### src/hdl/rfr_pkg.sv
// ----------------------------------------------------------------------------
// rfr_pkg
// Types and constants shared by the request frame receiver modules.
// ----------------------------------------------------------------------------
`default_nettype none
package rfr_pkg;
    localparam int PAYLOAD_MAX_DEF  = 20;
    localparam int BUFFER_BYTES_DEF = 26;

    localparam logic [15:0] CH_COMMAND = 16'h0100;
    localparam logic [15:0] CH_STATE   = 16'h0101;
    localparam logic [15:0] CH_MOTION  = 16'h0102;
    localparam logic [15:0] CH_ANALOG  = 16'h0120;

    localparam logic [2:0] REG_START       = 3'd0;
    localparam logic [2:0] REG_READ        = 3'd1;
    localparam logic [2:0] REG_WRITE       = 3'd2;
    localparam logic [2:0] REG_WRITE_REPLY = 3'd3;
    localparam logic [2:0] REG_HIGHEST     = 3'd4;

    localparam logic [2:0] EV_CONNECT = 3'd0;
    localparam logic [2:0] EV_STATE   = 3'd1;
    localparam logic [2:0] EV_MOTION  = 3'd2;
    localparam logic [2:0] EV_ANALOG  = 3'd3;
    localparam logic [2:0] EV_CMD     = 3'd4;
    localparam logic [2:0] EV_EMPTY   = 3'd5;

    typedef enum logic [3:0] {
        ST_IDLE,    // wait for a byte
        ST_SCAN,    // issue read of the byte at scan position
        ST_WAIT,    // RAM read latency
        ST_EVAL,    // examine read byte
        ST_SUM,     // issue read of the next payload or checksum byte
        ST_EMIT,    // issue read of payload byte
        ST_EMITW,   // RAM read latency
        ST_LOAD,    // capture payload result
        ST_OUT,     // hold result until taken
        ST_DROP     // advance frame start
    } state_t;

    // command to the datapath
    typedef struct packed {
        logic wr_byte;     // append incoming byte
        logic set_pos;     // pos <= base + offset chosen by off_sel
        logic [1:0] off_sel; // 0: index, 1: index plus five (payload), 2: one
        logic inc_idx;
        logic clr_idx;
        logic drop;        // base++
        logic empty;       // count cleared, base moved to head
        logic clr_sum;
        logic add_sum;
        logic load_field;  // store read byte at idx field slot
        logic load_out;
        logic [2:0] out_ev;
        logic out_last;
        logic bump_pin;
    } cmd_t;

    typedef struct packed {
        logic [7:0] rd_byte;
        logic [8:0] avail;   // bytes from base onward
        logic [8:0] idx;
        logic [7:0] code;
        logic [15:0] ch;
        logic [7:0] len;
        logic sum_ok;
    } stat_t;
endpackage
`default_nettype wire

### src/hdl/request_frame_receiver.sv
// A read result is registered once the scan has checked the byte that completes a frame
// at the buffer head; each byte takes a read, a RAM latency state and an evaluate state.
// Each command payload result is then read, loaded and held until the output is not stalled.
// Input stalls until the scan ends; a rescan after a reject restarts at the new frame
// start and may walk every byte still buffered.
// Reset: asynchronous active-low; buffer empty, pin 0, registers at defaults.
// ----------------------------------------------------------------------------
// request_frame_receiver
// Byte-serial request frame parser with configurable codes.
// ----------------------------------------------------------------------------
`default_nettype none
module request_frame_receiver #(
    parameter int PAYLOAD_MAX  = rfr_pkg::PAYLOAD_MAX_DEF,
    parameter int BUFFER_BYTES = rfr_pkg::BUFFER_BYTES_DEF
) (
    input  wire logic       clk,
    input  wire logic       rst_n,
    input  wire logic       in_valid,
    output logic            in_stall,
    input  wire logic [7:0] rx_byte,
    output logic            out_valid,
    input  wire logic       out_stall,
    output logic [2:0]      event_res,
    output logic [1:0]      analog_pin,
    output logic [7:0]      payload_byte,
    output logic            reply_wanted,
    output logic            last,
    input  wire logic       cfg_valid,
    output logic            cfg_ready,
    input  wire logic [2:0] cfg_index,
    input  wire logic [7:0] cfg_data
);
    logic [7:0] start_reg, read_reg, write_reg, write_reply_reg, highest_reg;
    rfr_pkg::cmd_t  cmd;
    rfr_pkg::stat_t stat;
    logic reply;

    assign cfg_ready = 1'b1;

    always_ff @(posedge clk or negedge rst_n)
    begin
        if (!rst_n)
        begin
            start_reg       <= 8'd0;
            read_reg        <= 8'd0;
            write_reg       <= 8'd1;
            write_reply_reg <= 8'd2;
            highest_reg     <= 8'd3;
        end
        else if (cfg_valid)
        begin
            case (cfg_index)
                rfr_pkg::REG_START:       start_reg       <= cfg_data;
                rfr_pkg::REG_READ:        read_reg        <= cfg_data;
                rfr_pkg::REG_WRITE:       write_reg       <= cfg_data;
                rfr_pkg::REG_WRITE_REPLY: write_reply_reg <= cfg_data;
                rfr_pkg::REG_HIGHEST:     highest_reg     <= cfg_data;
                default: ;
            endcase
        end
    end

    rfr_ctrl #(.PAYLOAD_MAX(PAYLOAD_MAX), .BUFFER_BYTES(BUFFER_BYTES)) u_ctrl (
        .clk(clk), .rst_n(rst_n), .in_valid(in_valid), .in_stall(in_stall),
        .out_valid(out_valid), .out_stall(out_stall),
        .start_byte(start_reg), .read_code(read_reg), .write_code(write_reg),
        .write_reply_code(write_reply_reg), .highest_code(highest_reg),
        .stat(stat), .cmd(cmd), .reply(reply)
    );

    rfr_datapath #(.BUFFER_BYTES(BUFFER_BYTES)) u_dp (
        .clk(clk), .rst_n(rst_n), .cmd(cmd), .stat(stat), .rx_byte(rx_byte),
        .reply_in(reply), .event_res(event_res), .analog_pin(analog_pin),
        .payload_byte(payload_byte), .reply_wanted(reply_wanted), .last(last)
    );
endmodule
`default_nettype wire

### src/hdl/rfr_ram.sv
// ----------------------------------------------------------------------------
// rfr_ram
// Generic single-port-write, single-read RAM with registered read.
// ----------------------------------------------------------------------------
`default_nettype none
module rfr_ram #(
    parameter int WIDTH = 8,
    parameter int DEPTH = 26
) (
    input  wire logic                     clk,
    input  wire logic                     we,
    input  wire logic [$clog2(DEPTH)-1:0] waddr,
    input  wire logic [WIDTH-1:0]         wdata,
    input  wire logic [$clog2(DEPTH)-1:0] raddr,
    output logic      [WIDTH-1:0]         rdata
);
    logic [WIDTH-1:0] mem_reg [DEPTH];

    always_ff @(posedge clk)
    begin
        if (we)
        begin
            mem_reg[waddr] <= wdata;
        end
        rdata <= mem_reg[raddr];
    end
endmodule
`default_nettype wire

### src/hdl/rfr_datapath.sv
// ----------------------------------------------------------------------------
// rfr_datapath
// Byte buffer, scan pointers, field capture, checksum and result register.
// The buffer is a circular window: base marks the frame start, count the fill.
// ----------------------------------------------------------------------------
`default_nettype none
module rfr_datapath #(
    parameter int BUFFER_BYTES = rfr_pkg::BUFFER_BYTES_DEF
) (
    input  wire logic          clk,
    input  wire logic          rst_n,
    input  wire rfr_pkg::cmd_t cmd,
    output rfr_pkg::stat_t     stat,
    input  wire logic [7:0]    rx_byte,
    input  wire logic          reply_in,
    output logic [2:0]         event_res,
    output logic [1:0]         analog_pin,
    output logic [7:0]         payload_byte,
    output logic               reply_wanted,
    output logic               last
);
    localparam int AW = $clog2(BUFFER_BYTES);

    logic [AW-1:0] base_reg, head_reg, pos_reg;
    logic [8:0]    avail_reg, idx_reg;
    logic [7:0]    code_reg, chh_reg, chl_reg, len_reg;
    logic [8:0]    sum_reg;
    logic [1:0]    pin_reg;
    logic [7:0]    rd;
    logic [AW:0]   padd;
    logic [AW-1:0] pos_next;
    logic [8:0]    sum_add;

    function automatic logic [AW-1:0] wrap(input logic [AW:0] v);
        if (v >= (AW+1)'(BUFFER_BYTES))
            return AW'(v - (AW+1)'(BUFFER_BYTES));
        return AW'(v);
    endfunction

    rfr_ram #(.WIDTH(8), .DEPTH(BUFFER_BYTES)) u_ram (
        .clk(clk), .we(cmd.wr_byte), .waddr(head_reg), .wdata(rx_byte),
        .raddr(pos_reg), .rdata(rd)
    );

    always_comb
    begin
        case (cmd.off_sel)
            2'd0:    padd = {1'b0, base_reg} + (AW+1)'(idx_reg);
            // payload bytes start after the five header bytes
            2'd1:    padd = {1'b0, base_reg} + (AW+1)'(idx_reg) + (AW+1)'(5);
            default: padd = {1'b0, base_reg} + (AW+1)'(1);
        endcase
        pos_next = wrap(padd);
        // mod 255 kept below 255 by one compare and subtract
        sum_add = sum_reg + {1'b0, rd};
        if (sum_add >= 9'd255)
            sum_add = sum_add - 9'd255;
    end

    always_ff @(posedge clk or negedge rst_n)
    begin
        if (!rst_n)
        begin
            base_reg  <= '0;
            head_reg  <= '0;
            pos_reg   <= '0;
            avail_reg <= '0;
            idx_reg   <= '0;
            pin_reg   <= '0;
            sum_reg   <= '0;
        end
        else
        begin
            if (cmd.wr_byte)
            begin
                head_reg  <= wrap({1'b0, head_reg} + (AW+1)'(1));
                avail_reg <= avail_reg + 9'd1;
            end
            if (cmd.empty)
            begin
                base_reg  <= head_reg;
                avail_reg <= '0;
            end
            else if (cmd.drop)
            begin
                base_reg  <= wrap({1'b0, base_reg} + (AW+1)'(1));
                avail_reg <= avail_reg - 9'd1;
            end
            if (cmd.set_pos)
                pos_reg <= pos_next;
            if (cmd.clr_idx)
                idx_reg <= '0;
            else if (cmd.inc_idx)
                idx_reg <= idx_reg + 9'd1;
            if (cmd.clr_sum)
                sum_reg <= '0;
            else if (cmd.add_sum)
                sum_reg <= sum_add;
            if (cmd.bump_pin)
                pin_reg <= pin_reg + 2'd1;
        end
    end

    always_ff @(posedge clk)
    begin
        if (cmd.load_field)
        begin
            case (idx_reg)
                9'd1:    code_reg <= rd;
                9'd2:    chh_reg  <= rd;
                9'd3:    chl_reg  <= rd;
                9'd4:    len_reg  <= rd;
                default: ;
            endcase
        end
        if (cmd.load_out)
        begin
            event_res    <= cmd.out_ev;
            analog_pin   <= (cmd.out_ev == rfr_pkg::EV_ANALOG) ? pin_reg : 2'd0;
            payload_byte <= (cmd.out_ev == rfr_pkg::EV_CMD) ? rd : 8'd0;
            reply_wanted <= (cmd.out_ev == rfr_pkg::EV_CMD ||
                             cmd.out_ev == rfr_pkg::EV_EMPTY) ? reply_in : 1'b0;
            last         <= cmd.out_last;
        end
    end

    assign stat.rd_byte = rd;
    assign stat.avail   = avail_reg;
    assign stat.idx     = idx_reg;
    assign stat.code    = code_reg;
    assign stat.ch      = {chh_reg, chl_reg};
    assign stat.len     = len_reg;
    assign stat.sum_ok  = (sum_reg[7:0] == rd);
endmodule
`default_nettype wire

### src/hdl/rfr_ctrl.sv
// ----------------------------------------------------------------------------
// rfr_ctrl
// Scan controller: walks the buffer one byte at a time (read, wait, evaluate),
// decides accept or drop, and sequences the result requests.
// ----------------------------------------------------------------------------
`default_nettype none
module rfr_ctrl #(
    parameter int PAYLOAD_MAX  = rfr_pkg::PAYLOAD_MAX_DEF,
    parameter int BUFFER_BYTES = rfr_pkg::BUFFER_BYTES_DEF
) (
    input  wire logic           clk,
    input  wire logic           rst_n,
    input  wire logic           in_valid,
    output logic                in_stall,
    output logic                out_valid,
    input  wire logic           out_stall,
    input  wire logic [7:0]     start_byte,
    input  wire logic [7:0]     read_code,
    input  wire logic [7:0]     write_code,
    input  wire logic [7:0]     write_reply_code,
    input  wire logic [7:0]     highest_code,
    input  wire rfr_pkg::stat_t stat,
    output rfr_pkg::cmd_t       cmd,
    output logic                reply
);
    rfr_pkg::state_t state_reg, state_next;
    logic       last_out_reg, last_out_next;
    logic       is_read, is_write, accept_byte;
    logic [2:0] read_ev;
    logic       read_hit;
    logic [8:0] size;
    logic [15:0] ch_now;
    logic [7:0]  len_now;

    always_comb
    begin
        // the field being examined is still on the RAM output, not yet captured
        ch_now   = (stat.idx == 9'd3) ? {stat.ch[15:8], stat.rd_byte} : stat.ch;
        len_now  = (stat.idx == 9'd4) ? stat.rd_byte : stat.len;
        is_read  = (stat.code == read_code);
        is_write = !is_read && ch_now == rfr_pkg::CH_COMMAND &&
                   (stat.code == write_code || stat.code == write_reply_code);
        reply    = (stat.code == write_reply_code);
        read_hit = 1'b1;
        read_ev  = rfr_pkg::EV_CONNECT;
        case (ch_now)
            rfr_pkg::CH_COMMAND: read_ev = rfr_pkg::EV_CONNECT;
            rfr_pkg::CH_STATE:   read_ev = rfr_pkg::EV_STATE;
            rfr_pkg::CH_MOTION:  read_ev = rfr_pkg::EV_MOTION;
            rfr_pkg::CH_ANALOG:  read_ev = rfr_pkg::EV_ANALOG;
            default:             read_hit = 1'b0;
        endcase
        size = {1'b0, len_now} + 9'd6;
    end

    assign accept_byte = in_valid && !in_stall;

    always_ff @(posedge clk or negedge rst_n)
    begin
        if (!rst_n)
        begin
            state_reg    <= rfr_pkg::ST_IDLE;
            last_out_reg <= 1'b0;
        end
        else
        begin
            state_reg    <= state_next;
            last_out_reg <= last_out_next;
        end
    end

    // next state
    always_comb
    begin
        state_next    = state_reg;
        last_out_next = last_out_reg;
        case (state_reg)
            rfr_pkg::ST_IDLE:
                if (accept_byte)
                    state_next = rfr_pkg::ST_SCAN;
            rfr_pkg::ST_SCAN:
                if (stat.idx >= stat.avail)
                    state_next = rfr_pkg::ST_IDLE;
                else
                    state_next = rfr_pkg::ST_WAIT;
            rfr_pkg::ST_WAIT:
                state_next = rfr_pkg::ST_EVAL;
            rfr_pkg::ST_EVAL:
            begin
                state_next = rfr_pkg::ST_SCAN;
                case (stat.idx)
                    9'd0:
                        if (stat.rd_byte != start_byte)
                            state_next = rfr_pkg::ST_DROP;
                    9'd1:
                        if (stat.rd_byte > highest_code)
                            state_next = rfr_pkg::ST_DROP;
                    9'd2: ;
                    9'd3:
                        if (is_read && read_hit)
                        begin
                            state_next    = rfr_pkg::ST_OUT;
                            last_out_next = 1'b1;
                        end
                        else if (!is_write)
                            state_next = rfr_pkg::ST_DROP;
                    9'd4:
                        if (len_now > 8'(PAYLOAD_MAX) ||
                            size > 9'(BUFFER_BYTES))
                            state_next = rfr_pkg::ST_DROP;
                        else if (stat.avail < size)
                            state_next = rfr_pkg::ST_IDLE;
                        else
                            state_next = rfr_pkg::ST_SUM;
                    default:
                    begin
                        // payload bytes keep summing; checksum byte at idx == len + 5
                        if (stat.idx < 9'({1'b0, stat.len}) + 9'd5)
                            state_next = rfr_pkg::ST_SUM;
                        else if (!stat.sum_ok || stat.rd_byte == 8'hFF)
                            state_next = rfr_pkg::ST_DROP;
                        else if (stat.len == 8'd0)
                        begin
                            state_next    = rfr_pkg::ST_OUT;
                            last_out_next = 1'b1;
                        end
                        else
                            state_next = rfr_pkg::ST_EMIT;
                    end
                endcase
            end
            rfr_pkg::ST_SUM:
                // idx walks 5 .. len+5, summing until the checksum byte
                state_next = rfr_pkg::ST_WAIT;
            rfr_pkg::ST_EMIT:
                state_next = rfr_pkg::ST_EMITW;
            rfr_pkg::ST_EMITW:
                state_next = rfr_pkg::ST_LOAD;
            rfr_pkg::ST_LOAD:
            begin
                state_next    = rfr_pkg::ST_OUT;
                last_out_next = (stat.idx + 9'd1 == {1'b0, stat.len});
            end
            rfr_pkg::ST_OUT:
                if (!out_stall)
                begin
                    if (last_out_reg)
                        state_next = rfr_pkg::ST_IDLE;
                    else
                        state_next = rfr_pkg::ST_EMIT;
                end
            rfr_pkg::ST_DROP:
                state_next = rfr_pkg::ST_SCAN;
            default:
                state_next = rfr_pkg::ST_IDLE;
        endcase
    end

    // outputs / datapath requests
    always_comb
    begin
        cmd       = '0;
        in_stall  = 1'b1;
        out_valid = 1'b0;
        case (state_reg)
            rfr_pkg::ST_IDLE:
            begin
                in_stall = (stat.avail >= 9'(BUFFER_BYTES));
                // full buffer cannot occur; still accept and rescan
                if (in_valid && stat.avail >= 9'(BUFFER_BYTES))
                    in_stall = 1'b0;
                cmd.wr_byte = in_valid && stat.avail < 9'(BUFFER_BYTES);
                cmd.clr_idx = 1'b1;
                cmd.set_pos = 1'b1;
                cmd.off_sel = 2'd2; // unused until SCAN resets it
            end
            rfr_pkg::ST_SCAN:
            begin
                cmd.set_pos = 1'b1;
                cmd.off_sel = 2'd0;
                if (stat.idx == 9'd0)
                    cmd.clr_sum = 1'b1;
            end
            rfr_pkg::ST_EVAL:
            begin
                cmd.load_field = 1'b1;
                cmd.inc_idx    = 1'b1;
                if (stat.idx < 9'd4 || (stat.idx == 9'd4))
                    cmd.add_sum = 1'b1;
                case (stat.idx)
                    9'd0:
                        if (stat.rd_byte != start_byte)
                            cmd.inc_idx = 1'b0;
                    9'd1: ;
                    9'd2: ;
                    9'd3:
                        if (is_read && read_hit)
                        begin
                            cmd.load_out = 1'b1;
                            cmd.out_ev   = read_ev;
                            cmd.out_last = 1'b1;
                            cmd.bump_pin = (read_ev == rfr_pkg::EV_ANALOG);
                        end
                    9'd4: ;
                    default:
                        if (stat.idx == 9'({1'b0, stat.len}) + 9'd5 &&
                            stat.sum_ok && stat.rd_byte != 8'hFF)
                        begin
                            if (stat.len == 8'd0)
                            begin
                                cmd.load_out = 1'b1;
                                cmd.out_ev   = rfr_pkg::EV_EMPTY;
                                cmd.out_last = 1'b1;
                            end
                            else
                            begin
                                cmd.clr_idx = 1'b1; // reuse idx for payload walk
                                cmd.inc_idx = 1'b0;
                            end
                        end
                endcase
                if (stat.idx > 9'd4 && stat.idx < 9'({1'b0, stat.len}) + 9'd5)
                    cmd.add_sum = 1'b1;
            end
            rfr_pkg::ST_SUM:
            begin
                cmd.set_pos = 1'b1;
                cmd.off_sel = 2'd0;
            end
            rfr_pkg::ST_EMIT:
            begin
                cmd.set_pos = 1'b1;
                cmd.off_sel = 2'd1;
            end
            rfr_pkg::ST_LOAD:
            begin
                cmd.load_out = 1'b1;
                cmd.out_ev   = rfr_pkg::EV_CMD;
                cmd.out_last = (stat.idx + 9'd1 == {1'b0, stat.len});
            end
            rfr_pkg::ST_OUT:
            begin
                out_valid = 1'b1;
                if (!out_stall)
                begin
                    cmd.inc_idx = 1'b1;
                    if (last_out_reg)
                        cmd.empty = 1'b1;
                end
            end
            rfr_pkg::ST_DROP:
            begin
                cmd.drop    = 1'b1;
                cmd.clr_idx = 1'b1;
            end
            default: ;
        endcase
    end
endmodule
`default_nettype wire

### config.mk
export PLATFORM = sky130hd
export DESIGN_NAME = request_frame_receiver
export DESIGN_NICKNAME = d
export VERILOG_FILES = /design/src/hdl/rfr_pkg.sv /design/src/hdl/request_frame_receiver.sv /design/src/hdl/rfr_ram.sv /design/src/hdl/rfr_datapath.sv /design/src/hdl/rfr_ctrl.sv
export SDC_FILE = /design/constraint.sdc
export NUM_CORES = 1
export LEC_CHECK = 0
export ABC_AREA = 1
export BUFFER_PORTS_ARGS = -buffer_cell sky130_fd_sc_hd__buf_2
export CAP_MARGIN = 30
export CORE_ASPECT_RATIO = 1.75
export CORE_MARGIN = 10
export CORE_UTILIZATION = 50
export DETAILED_ROUTE_END_ITERATION = 12
export PLACE_DENSITY_LB_ADDON = 0.3
export SKIP_LAST_GASP = 1
export SYNTH_ARGS = -nofsm -noshare
export SYNTH_HDL_FRONTEND = slang
export SYNTH_SLANG_ARGS = --single-unit
### constraint.sdc
create_clock -name clk -period 3.75 [get_ports clk]
set_input_delay 1.125 -clock clk [delete_from_list [all_inputs] [get_ports clk]]
set_output_delay 1.125 -clock clk [all_outputs]
set_load 0.01 [all_outputs]
==> summary by stage, run 1 <==
Synthesis
The most used flip-flop cell after synthesis is sky130_fd_sc_hd__edfxtp_1. Synthesis instantiated 57 different standard cells from the library. Counting flops with an async set or reset pin after synthesis yields a share of 25.28%. The average instance in the mapped netlist occupies 9.962 um2.

Synthesis produced a netlist whose cell count is 1760. The post-synthesis cell area is 0.01753 mm2. The number of nets in the synthesized netlist is 1861. Sequential elements use 57.32% of the synthesized area. The register bit total from synthesis is 352.

The count of flip-flops with a built-in enable after synthesis is 255. During synthesis, Yosys emitted a total of 0 warnings.

Finish
The share of final-layout standard cells stronger than drive strength 1 is 10.22%. The net count of the finished layout is 1934. The number of antenna diodes in the final layout is 0. The register with the most flip-flops in the layout has 208 of them. Leaving out fill and tap cells, the most frequent cells in the layout are sky130_fd_sc_hd__nand2_1, sky130_fd_sc_hd__edfxtp_1, sky130_fd_sc_hd__nor2_1. The filler cell count is 2983. The cell area after layout is 0.01955 mm2. Relative to the synthesized area, the layout overhead comes to 11.48%. After the flow finishes, the layout carries non-filler instances totaling 2319. Leaving out fill and tap cells, the most frequent cell in the layout is sky130_fd_sc_hd__nand2_1.

Critical path
In this run the critical register-to-register path is captured at u_ctrl.state_reg[2]. The worst setup path is captured at an output port. The worst endpoint data arrival time is 2180 ps. The beginning of the critical path is u_ctrl.state_reg[3]. Data on the critical path is required at its endpoint by 2620 ps. In this run the critical register-to-register path is launched from u_dp.idx_reg[0]. The worst-case reg-to-reg path depth is 24. The critical setup path kind is reg2out. The worst setup path is launched from a flip-flop. The capturing element of the worst setup path is in_stall. For flop-to-flop paths, the worst setup slack is 500 ps. The biggest fanout along the worst timing path is 12.

Timing
The count of pins over their slew limit is 0. Summed over all failing endpoints, the final setup total negative slack is 0 ps. Setup repair after global routing left no endpoint under its margin. The headroom to the max-slew limit is 40.83%. The worst path meets setup with 448.2 ps of slack.

The final worst clock skew is 18.61 ps. Setup violations remaining at the end of the flow were counted as 0. The worst-margin pin slew is 886.6 ps. The maximum frequency from static timing analysis is 302.9 MHz. The final number of hold-violating endpoints is 0. The minimum period implied by the final worst setup slack is 3302 ps.

The final critical path takes up 88.05% of the cycle.

CTS
The number of hold buffers added after CTS is 0. The clock net in this run drives a total of 352 sinks. CTS placed an instance of sky130_fd_sc_hd__clkbuf_16 at the clock tree root.

Buffers inserted during clock tree synthesis total 34. The H-tree was split into 2 levels. The clock edge transition at the registers on the reported setup and hold paths is 60 ps. The clock passes through at most 3 buffers. The post-CTS setup repair buffer count is 0.

The insertion delay to the later sink of the worst-skew pair is 540 ps. TritonCTS built the clock tree.

Die
The die is 161.6 um wide. For this configuration, the core starts out at a cell density of 50.72%. The I/O pin count is 42. The die area is 0.04325 mm2. The number of placement rows is 90. The total area inside the core boundary comes to 0.03457 mm2. The vertical extent of the die is 267.7 um.

Placed design
After detailed placement, the design holds a cell count of 2257. At the end of routability-driven placement, the weighted congestion stood at 0.9612. Summing all placed instances gives a cell area of 0.01850 mm2. Summed over all nets, the half-perimeter wirelength after detailed placement is 32660 um. During placement, the flow inserted port buffers numbering 40. The worst setup timing slack at the placement stage is 410.3 ps.

Job
The tool flagged a number of max-cap violations equal to 0.

GRT
The initial antenna violation count is 0. The largest net degree at the start of global routing is 105. The via count of the first global-routing pass is 13356. The combined global-route utilization of all metal layers is 21.07%.

The global route total overflow is 0. The wire length of the first global-routing pass is 71580 um.

Worst hold path
The kind of path behind the tightest hold check is reg2reg.

Power and ir drop
The maximum vdd ir drop is 0.0005040 V. The leakage power of the design is 0.007999 uW. The power density relative to cell area is 745.9 mW/mm2.

Route
The detail-routed net length per standard cell is 19.70 um. For this block, the routed nets add up to 45690 um of wire. For this block, the initial DRC count from the detailed router was 956. In the routed design, unresolved DRC markers number 0. The first TritonRoute pass finished after 7 iterations.

Detailed routing inserted a total of 13117 vias. Once detail routing completed, the nets flagged for antenna violations numbered 0. The routed via count divided by cell count is 5.656.

Status
The run finished with clean final reports.
-- metal layers --
metal,share of wire [%],track usage [%]
met2,55,40.25
met4,6.1,12.61
met3,4.4,2.721
met1,35,21.13
met5,0,0
-- through the flow --
step / power (uW) / hold WS [ps] / util [%]
floorplan: 9301 / 445.9 / -
global placement: 11130 / 471.1 / 53.51
finish: 14580 / 482.0 / 56.54
detailed placement: 11310 / 473.2 / 53.51
global route: 15540 / 511.2 / 56.54
CTS: 14640 / 488.2 / 56.53
-- logic make-up after synthesis --
| kind of cell | share of synthesized area [%] |
|---|---|
| flops | 57.32 |
| buf+inv | 4.974 |
| simple gates | 17.00 |
| compound gates | 11.97 |
| xor+xnor | 3.097 |
| fa+ha+maj | 5.623 |
| other cells | 0.02139 |
-- worst max-delay path, stage by stage, from the launching register on --
cell	delay, ps
sky130_fd_sc_hd__dfrtp_1	390
sky130_fd_sc_hd__nor2_1	140
sky130_fd_sc_hd__inv_1	80
sky130_fd_sc_hd__nor2_1	130
sky130_fd_sc_hd__nand2_1	270
sky130_fd_sc_hd__inv_1	270
sky130_fd_sc_hd__o21ai_0	170
sky130_fd_sc_hd__buf_2	170
-- cell usage after synthesis (5+ instances only) --
| library cell | instances | share of area, % |
|---|---|---|
| sky130_fd_sc_hd__clkbuf_1 | 46 | 0.98 |
| sky130_fd_sc_hd__nand3_2 | 5 | 0.29 |
| sky130_fd_sc_hd__a21oi_1 | 35 | 1.0 |
| sky130_fd_sc_hd__or2_2 | 6 | 0.21 |
| sky130_fd_sc_hd__ha_1 | 74 | 5.3 |
| sky130_fd_sc_hd__a32oi_1 | 5 | 0.25 |
| sky130_fd_sc_hd__edfxtp_1 | 255 | 44 |
| sky130_fd_sc_hd__o21ai_0 | 196 | 5.6 |
| sky130_fd_sc_hd__nor2_1 | 234 | 5.0 |
| sky130_fd_sc_hd__dfxtp_1 | 8 | 0.91 |
| sky130_fd_sc_hd__dfrtp_1 | 85 | 12 |
| sky130_fd_sc_hd__nor4_1 | 8 | 0.29 |
| sky130_fd_sc_hd__nand2_1 | 286 | 6.1 |
| sky130_fd_sc_hd__nand2_2 | 5 | 0.18 |
| sky130_fd_sc_hd__xor2_1 | 41 | 2.0 |
| sky130_fd_sc_hd__nor2_2 | 6 | 0.21 |
| sky130_fd_sc_hd__o22ai_1 | 29 | 1.0 |
| sky130_fd_sc_hd__a31oi_1 | 10 | 0.36 |
| sky130_fd_sc_hd__inv_1 | 163 | 3.5 |
| sky130_fd_sc_hd__nand3_1 | 89 | 2.5 |
| sky130_fd_sc_hd__inv_2 | 6 | 0.13 |
| sky130_fd_sc_hd__nand4_1 | 16 | 0.57 |
| sky130_fd_sc_hd__xnor2_1 | 21 | 1.0 |
| sky130_fd_sc_hd__o221ai_1 | 32 | 1.6 |
| sky130_fd_sc_hd__o211ai_1 | 19 | 0.81 |
| sky130_fd_sc_hd__o21ai_1 | 8 | 0.23 |
| sky130_fd_sc_hd__nor3_1 | 16 | 0.46 |
-- worst min path at each step --
| stage | cells past startpoint | startpoint | slack (ps) | to |
|---|---|---|---|---|
| after floorplan | 2 | u_dp.sum_reg[7] | 450 | u_dp.sum_reg[7] |
| after global placement | 2 | u_dp.sum_reg[7] | 470 | u_dp.sum_reg[7] |
| after detailed placement | 2 | u_dp.sum_reg[7] | 470 | u_dp.sum_reg[7] |
| after CTS | 2 | u_dp.sum_reg[7] | 490 | u_dp.sum_reg[7] |
| after global routing | 2 | u_dp.sum_reg[7] | 510 | u_dp.sum_reg[7] |
| final | 2 | u_dp.sum_reg[7] | 480 | u_dp.sum_reg[7] |
-- timing repair --
action                                  CTS  global route
endpoints found under the hold margin     0             0
endpoints found under the setup margin    0            15
resized for setup                         0             1
-- final cells by class --
type,count,area (um2),area share (%)
clock inverter,17,142.6,0.7297
clock buffer,45,902.1,4.615
tap,460,575.6,2.945
sequential,352,10050,51.42
multi-input combinational,1183,6614,33.84
inverter,173,653.1,3.341
timing repair buffer,89,608.1,3.111
-- where the power goes --
part | total [uW] | internal [uW] | leakage, uW | switching [uW]
logic | 6170 | 1990 | 0.00399 | 4180
registers | 5120 | 4680 | 0.00349 | 440
clock network | 3290 | 1790 | 0.000513 | 1500
total | 14600 | 8460 | 0.00800 | 6120
Power figures use the tool's default switching activity.
==> run 2, diff against run 1 <==
CORE_ASPECT_RATIO = default   (was 1.75)
CORE_UTILIZATION = 45   (was 50)
==> run 2 against run 1 <==
Against the previous run: largest power group unchanged; sequential cell count is the same; critical endpoint is now u_ctrl.state_reg[2]; clock skew grew 3.0 ps; global-route usage shrank 3.0 points.
==> summary by stage, run 2 (synthesis gave the netlist of run 1 again) <==
Critical path
Together, buffers and inverters on the worst path number 3. The worst setup path is captured at a flip-flop. For this design, the slowest cell found on the critical path is sky130_fd_sc_hd__dfrtp_1.

The worst endpoint data arrival time is 3710 ps. The kind of launch point of the worst setup path is a flip-flop. The biggest fanout along the worst timing path is 16. The family with the most delay on the worst path is simple AND/OR/NAND/NOR gates. The data required time at the worst endpoint is 4140 ps. For this run, the slowest stage of the critical path takes 430 ps. Traced cell by cell, the critical path runs through inv_1 > ha_1 > nand2_1 > nor2_4 > nand2_4 > o21ai_0 > inv_1 > nand3_1 > nand2_1 > ha_1 > nand2_1 > nor2_1 > a211oi_1 > nand2_1 > nand2_1 > nand3_1 > nand2_1 > inv_1 > nand2_1 > nand2_1 > nand2_1 > nand2_1 > nand2_1 > a21oi_1.

The setup path with the least slack is of type reg2reg. The most numerous cell type found on the critical path is sky130_fd_sc_hd__nand2_1.

GRT
The total overflow left after global routing is 0. The largest net degree at the start of global routing is 106. The initial antenna violation count is 0. The via count of the first global-routing pass is 12739.

The first global-routing pass estimated 68870 um of wire. The combined global-route utilization of all metal layers is 18.09%.

CTS
TritonCTS built the clock tree. The depth of the CTS H-tree is 2. The insertion delay to the later sink of the worst-skew pair is 550 ps. Hold repair after CTS inserted 0 buffers. The maximum buffer depth of the clock tree is 3. Clock tree synthesis selected as its root buffer the cell sky130_fd_sc_hd__clkbuf_16. The clock edge transition at the registers on the reported setup and hold paths is 60 ps. The CTS buffer count is 39. The number of sinks handled by clock tree synthesis is 352.

Timing
Based on the critical path, the design can be clocked at up to 301.6 MHz. Setup repair after global routing left no endpoint under its margin. The worst-margin pin slew is 781.1 ps. The final number of hold-violating endpoints is 0.

The count of pins over their slew limit is 0. The worst path in the final design needs a cycle of 3316 ps, including I/O delays and setup. On the final layout, the worst hold slack is 484.9 ps. Setup violations remaining at the end of the flow were counted as 0. The headroom to the max-slew limit is 47.74%.

The final worst clock skew is 21.62 ps. Adding up every negative setup slack in the final design gives 0 ps. The share of the cycle needed by the critical path after routing is 88.41%.

In the post-route analysis, the smallest setup slack over all paths is 434.5 ps.

Route
The number of nets with antenna violations after routing is 0. The first routing iteration left 1012 violations. Using the TritonRoute via totals, the vias-per-cell ratio works out to 5.456. The total routed wirelength is 43280 um. The total vias in the final route is 13002. The DRC violations left is 0.

The first-pass iteration count of the detailed router is 5. Dividing the detail-routed wire length by the instance count gives 18.16 um.

Placed design
The final RePlAce weighted congestion is 0.9223. OpenSTA, run right after detailed placement, puts the worst setup slack at 305.0 ps. The detailed placement HPWL is 29010 um.

Input and output buffers added on the ports amount to 40.

Power and ir drop
Power spread over the standard cell area amounts to 743.1 mW/mm2. For this design the static power due to leakage is 0.008060 uW. The maximum vdd ir drop is 0.0004321 V.

Finish
The register with the most flip-flops in the layout has 208 of them. Counting the fill cells in the layout gives 3532. The final-stage net count is 1938.

The share of final-layout standard cells stronger than drive strength 1 is 10.72%. The area growth from synthesis to layout is 12.55%. Across the whole layout, storage elements account for 0.01005 mm2. The area occupied by multi-input gates is 0.006614 mm2.

Leaving out fill and tap cells, the most frequent cell in the layout is sky130_fd_sc_hd__nand2_1. The repair_antennas step left the layout with diodes totalling 0. In the layout the commonest cells are sky130_fd_sc_hd__nand2_1, sky130_fd_sc_hd__edfxtp_1, sky130_fd_sc_hd__nor2_1. The post-layout utilization of the core is 51.18%.

Worst hold path
The tightest min-delay check is of the reg2reg type.

Die
The I/O pin count is 42. The starting density of the core is 45.47%. In this run the core area contains 72 standard-cell rows.

In this run the standard cell core region covers 0.03856 mm2. The die span in x is 217.4 um. The die area is 0.04726 mm2. From bottom edge to top edge, the die measures 217.4 um.

Job
Max-cap violations in this run came to 0.

Status
The flow ran to the end, and the final reports show no timing, DRC or antenna violations.
==> run 2: worst min-delay path, stage by stage (launching register included) <==
cell and delay, ps:
sky130_fd_sc_hd__dfrtp_1 340, sky130_fd_sc_hd__nand2_1 50, sky130_fd_sc_hd__o21ai_0 60
==> run 2: worst paths after layout <==
path,from,end,slack [ps],cells past startpoint
max in group asynchronous,rst_n,highest_reg[1],2410,2
min in group asynchronous,rst_n,u_dp.avail_reg[7],610,1
max reg2reg,u_dp.idx_reg[0],u_ctrl.state_reg[2],430,24
min reg2reg,highest_reg[7],highest_reg[7],480,2
max,u_dp.idx_reg[0],u_ctrl.state_reg[2],430,24
min,highest_reg[7],highest_reg[7],480,2
==> run 2: through the flow <==
stage	area, um2	std cells	total power [uW]
floorplan	17530	1760	9301
global placement	18550	2314	10930
detailed placement	18550	2314	11100
CTS	19730	2383	14730
global route	19730	2383	15690
finish	19730	2383	14660
==> run 2: power by group <==
group / internal [uW] / switching (uW) / leakage, uW
Clock: 2020 / 1560 / 0.000580
Combinational: 1950 / 3980 / 0.00399
Sequential: 4680 / 473 / 0.00349
==> run 2: final cells by class <==
| cell class | count | area share, % |
|---|---|---|
| multi-input combinational | 1183 | 33.52 |
| timing repair buffer | 88 | 2.980 |
| clock inverter | 24 | 0.8053 |
| clock buffer | 45 | 5.168 |
| tap | 518 | 3.285 |
| inverter | 173 | 3.310 |
| sequential | 352 | 50.94 |
==> run 2: timing repair <==
action,4_1_cts,5_1_grt
setup endpoints to repair,0,15
gates resized for setup,0,1
endpoints found under the hold margin,0,0
buffers inserted,0,0
==> run 2: routing by layer <==
metal  GRT usage, %  vias up  routed length (um)
met4          5.826        0                1141
met2          30.43      379               20900
met1          23.36     6267               18760
li1               -     6280                   -
met3          3.024       76                2472
met5              0        -                   0
